==> src/rtl/core/dpu_pkg.sv <==
// Package for the depth pixel unprojection block: widths, register map, payload types.
package dpu_pkg;

  localparam int COORD_BITS = 12;
  localparam int DEPTH_BITS = 16;
  localparam int POINT_BITS = 20;

  // register widths
  localparam int INV_FOCAL_W = 24;
  localparam int CENTER_W    = 16;
  localparam int COEF_W      = 16;
  localparam int ROT_ROW_W   = 3 * COEF_W;
  localparam int CFG_DATA_W  = ROT_ROW_W;
  localparam int CFG_IDX_W   = 3;

  // register reset values
  localparam logic [INV_FOCAL_W-1:0] INV_FOCAL_RST  = 24'd33554;
  localparam logic [CENTER_W-1:0]    CENTER_COL_RST = 16'd5120;
  localparam logic [CENTER_W-1:0]    CENTER_ROW_RST = 16'd3840;
  localparam logic [ROT_ROW_W-1:0]   ROT_ROW0_RST   = 48'h0000_0000_4000;
  localparam logic [ROT_ROW_W-1:0]   ROT_ROW1_RST   = 48'h0000_4000_0000;
  localparam logic [ROT_ROW_W-1:0]   ROT_ROW2_RST   = 48'h4000_0000_0000;

  typedef enum logic [CFG_IDX_W-1:0] {
    CFG_INV_FOCAL     = 3'd0,
    CFG_CENTER_COL    = 3'd1,
    CFG_CENTER_ROW    = 3'd2,
    CFG_ROT_ROW0      = 3'd3,
    CFG_ROT_ROW1      = 3'd4,
    CFG_ROT_ROW2      = 3'd5,
    CFG_ROTATE_ENABLE = 3'd6
  } cfg_idx_e;

  typedef struct packed {
    logic [INV_FOCAL_W-1:0]      inv_focal;
    logic [CENTER_W-1:0]         center_col;
    logic [CENTER_W-1:0]         center_row;
    logic [2:0][ROT_ROW_W-1:0]   rot_row;
    logic                        rotate_enable;
  } cfg_t;

  typedef struct packed {
    logic [COORD_BITS-1:0] pixel_col;
    logic [COORD_BITS-1:0] pixel_row;
    logic [DEPTH_BITS-1:0] depth_value;
  } pixel_t;

  typedef struct packed {
    logic signed [POINT_BITS-1:0] point_x;
    logic signed [POINT_BITS-1:0] point_y;
    logic signed [POINT_BITS-1:0] point_z;
  } point_t;

endpackage

==> src/rtl/core/dpu_cfg_regs.sv <==
// Configuration register file: camera intrinsics, rotation rows, rotate enable.
module dpu_cfg_regs (
  input  logic                               clk_i,
  input  logic                               rst_ni,
  input  logic                               cfg_we_i,
  input  logic [dpu_pkg::CFG_IDX_W-1:0]      cfg_idx_i,
  input  logic [dpu_pkg::CFG_DATA_W-1:0]     cfg_data_i,
  output dpu_pkg::cfg_t                      cfg_o
);

  dpu_pkg::cfg_t cfg_q;

  always_ff @(posedge clk_i or negedge rst_ni) begin
    if (!rst_ni) begin
      cfg_q.inv_focal     <= dpu_pkg::INV_FOCAL_RST;
      cfg_q.center_col    <= dpu_pkg::CENTER_COL_RST;
      cfg_q.center_row    <= dpu_pkg::CENTER_ROW_RST;
      cfg_q.rot_row[0]    <= dpu_pkg::ROT_ROW0_RST;
      cfg_q.rot_row[1]    <= dpu_pkg::ROT_ROW1_RST;
      cfg_q.rot_row[2]    <= dpu_pkg::ROT_ROW2_RST;
      cfg_q.rotate_enable <= 1'b0;
    end else if (cfg_we_i) begin
      // unknown index: write dropped
      unique case (dpu_pkg::cfg_idx_e'(cfg_idx_i))
        dpu_pkg::CFG_INV_FOCAL:
          cfg_q.inv_focal <= cfg_data_i[dpu_pkg::INV_FOCAL_W-1:0];
        dpu_pkg::CFG_CENTER_COL:
          cfg_q.center_col <= cfg_data_i[dpu_pkg::CENTER_W-1:0];
        dpu_pkg::CFG_CENTER_ROW:
          cfg_q.center_row <= cfg_data_i[dpu_pkg::CENTER_W-1:0];
        dpu_pkg::CFG_ROT_ROW0:
          cfg_q.rot_row[0] <= cfg_data_i[dpu_pkg::ROT_ROW_W-1:0];
        dpu_pkg::CFG_ROT_ROW1:
          cfg_q.rot_row[1] <= cfg_data_i[dpu_pkg::ROT_ROW_W-1:0];
        dpu_pkg::CFG_ROT_ROW2:
          cfg_q.rot_row[2] <= cfg_data_i[dpu_pkg::ROT_ROW_W-1:0];
        dpu_pkg::CFG_ROTATE_ENABLE:
          cfg_q.rotate_enable <= cfg_data_i[0];
        default: ;
      endcase
    end
  end

  assign cfg_o = cfg_q;

endmodule

==> config.mk <==
export PLATFORM = sky130hd
export DESIGN_NAME = dpu_cfg_regs
export DESIGN_NICKNAME = d
export VERILOG_FILES = /design/src/rtl/core/dpu_pkg.sv /design/src/rtl/core/dpu_cfg_regs.sv
export SDC_FILE = /design/constraint.sdc
export NUM_CORES = 1
export LEC_CHECK = 0
export CORE_UTILIZATION = 37
export CTS_BUF_LIST = sky130_fd_sc_hd__clkbuf_4 sky130_fd_sc_hd__clkbuf_8
export DETAILED_ROUTE_END_ITERATION = 16
export DONT_BUFFER_PORTS = 1
export PLACE_DENSITY = 0.56
export SLEW_MARGIN = 20
export SYNTH_ARGS = -nofsm -noshare
export SYNTH_HDL_FRONTEND = slang
export SYNTH_SLANG_ARGS = --single-unit
export TNS_END_PERCENT = 100
==> constraint.sdc <==
create_clock -name clk_i -period 0.8 [get_ports clk_i]
set_clock_uncertainty 0.1 [all_clocks]
set_input_delay 0.12 -clock clk_i [delete_from_list [all_inputs] [get_ports clk_i]]
set_output_delay 0.12 -clock clk_i [all_outputs]
set_load 0.03 [all_outputs]
After elaboration in Yosys (flattened, before gate mapping)

Index checks and enable logic that the tools add are counted.

Register bits: 201
RAM bits: 0
Output and inout bits: 201
Memory bits (read-only): 0
Bits of input ports: 54
Memories kept: 0
Word-level logic and storage cells: 21
Bits in latches: 0

Add/subtract/negate cells: 0
Reductions and logical operators: 8
Multiply operators: 0
Shifts and indexed selects: 0
Bitwise gates (word level): 0
$lt $le $gt $ge: 0
Divide/modulo/power cells: 0
Eq/ne operators: 6
Muxes and demuxes: 0

Operator list:

| kind                 | number |
|---|---|
| $reduce_and A2 Y1    | 7 |
| $eq A3 B3 Y1 const B | 3 |
| $eq A3 B2 Y1 const B | 2 |
| $eq A3 B1 Y1 const B | 1 |
| $logic_not A3 Y1     | 1 |

Logic depth before layout (Yosys ltp)

Depth in word-level cells: 2
Depth in mapped cells: 4
Mapped depth without buffers: 2

Worst setup path after synthesis

No wires, ideal clock.

Path kind: input -> register
From: in cfg_idx_i[0] in the netlist's numbering
To: reg cfg_q, in the netlist cfg_o[190]
Buffers on the path: 1
Setup slack: -0.492 ns
Stages on the path: 3
Data arrival time: 1.068 ns
Setup time: 0.125 ns
Required time: 0.575 ns
Cells stage by stage: nor4b_4 > buf_4 > mux2_2

Cells in the longest elaborated chain, start to end: 2

RTL lines:

| what                               | line               | RTL |
|---|---|---|
| from (decl)                        | dpu_cfg_regs.sv:6  | `input logic [dpu_pkg::CFG_IDX_W-1:0] cfg_idx_i,` |
| $logic_not A3 Y1                   | dpu_cfg_regs.sv:24 | `unique case (dpu_pkg::cfg_idx_e'(cfg_idx_i))` |
| $reduce_and A2 Y1 (no source line) | n/a                |  |
| to (decl)                          | dpu_cfg_regs.sv:11 | `dpu_pkg::cfg_t cfg_q;` |

Every way passes these cells.
A chain may end at the register's enable or synchronous reset.

Worst setup path in the final report

From: reg cfg_q, in the netlist cfg_o[156]
To: out cfg_o[156] in the netlist's numbering

RTL lines:

| what      | line              | RTL |
|---|---|---|
| to (decl) | dpu_cfg_regs.sv:8 | `output dpu_pkg::cfg_t cfg_o` |

No word-level cell between the ends.

==> results.sh <==
export IMPL_status="finished with violations"
export IMPL_violations="negative hold slack, negative setup slack"
export IMPL_synth_top_area_cell="dfrtp_1"
export IMPL_worstPathCellList="buf_12"
export IMPL_r2r_cells=3
export IMPL_power_density_nw_per_um2=3126
export IMPL_routed_wl_um=21670
export IMPL_die_w_um=145.8
export IMPL_rsz0062_at_grt="true"
export IMPL_synth_fp_nets=484
export IMPL_cp_end_kind="primary output"
export IMPL_fillerInstances=1354
export IMPL_groute_usage_overall_pct=19.58
export IMPL_fin_area_um2=13210
export IMPL_irDropWorstVdd_mv=2.169
export IMPL_synth_cell_area_um2=7652
export IMPL_port_buffers=0
export IMPL_drv_cap=0
export IMPL_syn_to_final_growth_pct=72.63
export IMPL_pin_count=255
export IMPL_maxSlewViolCount=0
export IMPL_hold_slack_ns=-0.7816
export IMPL_worst_slack_ns=-0.6065
export IMPL_crit_path_end="cfg_o[156]"
export IMPL_fin_cells=1095
export IMPL_antenna_found_initial=0
export IMPL_critPathTopFamily="flip-flops"
export IMPL_cts_sinks=201
export IMPL_worst_path_buf_inv=1
export IMPL_min_period_ns=1.407
export IMPL_critPathLaunch="cfg_o[156]$_DFFE_PN1P_"
export IMPL_grt_max_degree=202
export IMPL_crit_arrival_ns=1.19
export IMPL_p_total_uw=41300
export IMPL_drc=0
export IMPL_ys_ff_latch=201
export IMPL_grt_pass1_vias=5713
export IMPL_r2r_end="cfg_o[104]$_DFFE_PN0P_"
export IMPL_grt_pass1_wl_um=32720
export IMPL_antenna_cells=0
export IMPL_clk_pin_slew_ns=0.06
export IMPL_hold_path_class="primary input to asynchronous set/reset pin"
export IMPL_cts_max_path_buffers=3
export IMPL_tightest_slew_ns=0.3892
export IMPL_final_nets=854
export IMPL_reg2reg_slack_ns=-0.30
export IMPL_first_iter_violations=115
export IMPL_dr_total_vias=5131
export IMPL_final_antenna_net_count=0
export IMPL_dpl_cell_area_um2=10060
export IMPL_ctsHoldBuffers=48
export IMPL_largest_reg_flops=201
export IMPL_num_rows=52
export IMPL_die_y_um=145.8
export IMPL_overflow=0
export IMPL_crit_path_max_fanout=2
export IMPL_synthCells=430
export IMPL_rr_startpoint="cfg_o[104]$_DFFE_PN0P_"
export IMPL_fin_crit_sh_pct=175.8
export IMPL_numCtsBuffers=36
export IMPL_die_area_um2=21260
export IMPL_cpPeakStageDelay_ns=0.57
export IMPL_finalHoldViolCount=216
export IMPL_slew_headroom_pct=74.05
export IMPL_initial_core_util_pct=37.82
export IMPL_ys_warn_count=0
export IMPL_gp_congestion=0.7491
export IMPL_p_leak_uw=0.006436
export IMPL_setup_violations=402
export IMPL_dpl_hpwl_um=11970
export IMPL_firstDrtPassIters=4
export IMPL_cp_num_cells=1
export IMPL_cts_tree="built"
export IMPL_synth_top_area_share_pct=61.15
export IMPL_cts_root_buf="clkbuf_8"
export IMPL_synth_cell_type_count=12
export IMPL_core_um2=20230
export IMPL_drive_above_1_share_pct=73.09
export IMPL_start_kind="flip-flop"
export IMPL_slowest_stage="dfstp_2"
export IMPL_seq_area_frac_synth_pct=65.96
export IMPL_via_per_inst=4.686
export IMPL_synthTopCellsByArea="dfrtp_1 (61%), mux2_2 (21%), mux2_1 (6.0%)"
export IMPL_cp_required_ns=0.58
export IMPL_clock_fmax_mhz=711.0
export IMPL_wire_per_inst_um=19.79
export IMPL_htreeDepth=2
export IMPL_worstSkewPairLatency_ns=0.48
export IMPL_syn_area_per_cell_um2=17.80
export IMPL_critPathKind="flip-flop to primary output"
export IMPL_dp_cells=890
[worst min-delay path by stage]
stage	from	slack, ns	endpoint	depth (start not counted)
after CTS	rst_ni	-0.82	cfg_o[135]$_DFFE_PN0P_	0
after detailed placement	rst_ni	-0.27	cfg_o[28]$_DFFE_PN0P_	0
after global routing	rst_ni	-0.83	cfg_o[48]$_DFFE_PN0P_	0
final	rst_ni	-0.78	cfg_o[48]$_DFFE_PN0P_	0
after floorplan	rst_ni	-0.28	cfg_o[0]$_DFFE_PN0P_	0
after global placement	rst_ni	-0.27	cfg_o[28]$_DFFE_PN0P_	0
[layer usage]
| metal | track usage, % | vias up | share of wire, % |
|---|---|---|---|
| li1 | - | 2269 | - |
| met1 | 24.79 | 2626 | 44 |
| met2 | 30.96 | 213 | 46 |
| met3 | 8.182 | 23 | 8.6 |
| met4 | 4.895 | 0 | 1.3 |
| met5 | 0 | - | 0 |
[cells in the mapped netlist]
cell and instances:
and4bb_2 2, mux2_1 41, mux2_2 140, buf_2 8, and4bb_1 1, nor4b_4 1
dfstp_2 14, nand4b_1 3, mux2_4 20, dfrtp_1 187, buf_4 2, buf_6 11
[area by class of cell]
| class | instances | area [µm²] | share of cell area (%) |
|---|---|---|---|
| Sequential cell | 201 | 5069 | 38.37 |
| Timing Repair Buffer | 353 | 4015 | 30.39 |
| Multi-Input combinational cell | 208 | 2985 | 22.60 |
| Clock buffer | 54 | 680.7 | 5.152 |
| Tap cell | 270 | 337.8 | 2.557 |
| Clock inverter | 9 | 122.6 | 0.9282 |
[cell families after synthesis]
group / count (synthesis) / synth area share, %
buf+inv: 21 / 2.338
simple gates: 7 / 1.144
mux: 201 / 30.56
flops: 201 / 65.96
[stage by stage]
step | hold slack, ns | setup TNS (ns) | utilization, % | worst slack, ns
3_5_place_dp | -0.2710 | -89.33 | 49.72 | -0.5047
3_3_place_gp | -0.2712 | -88.17 | 49.72 | -0.4998
5_1_grt | -0.8268 | -132.91 | 65.29 | -0.6609
4_1_cts | -0.8214 | -121.69 | 63.08 | -0.6443
6_report | -0.7816 | -118.47 | 65.29 | -0.6065
2_1_floorplan | -0.2756 | -71.43 | - | -0.4863
[cell usage in the layout, fill, tap and decap left out]
master         synthesis  layout
buf_6                 11     255
dfrtp_1              187     170
mux2_4                20     168
dlygate4sd3_1          0      48
clkbuf_8               0      44
mux2_2               140      32
buf_4                  2      27
buf_12                 0      23
dfrtp_2                0      17
dfstp_2               14      14
clkbuf_4               0      10
clkinv_2               0       5
nand4b_1               3       3
bufinv_16              0       3
and4bb_2               2       2
nor4b_4                1       1
and4bb_4               0       1
mux2_1                41       1
clkinvlp_4             0       1
[power breakdown]
part	switching (µW)	leakage, µW	total, µW	internal, µW
Clock	4120	0.000424	10500	6410
Sequential	1960	0.00237	14600	12600
Combinational	7160	0.00364	16200	9050
Total	13200	0.00644	41300	28100
[repair_timing]
action | 4_1_cts | 5_1_grt
hold endpoints to repair | 402 | 226
endpoints found under the setup margin | 402 | 402
gates resized for setup | 254 | 61
pin swaps | 0 | 0
setup buffers | 62 | 52
Power figures use the tool's default switching activity.
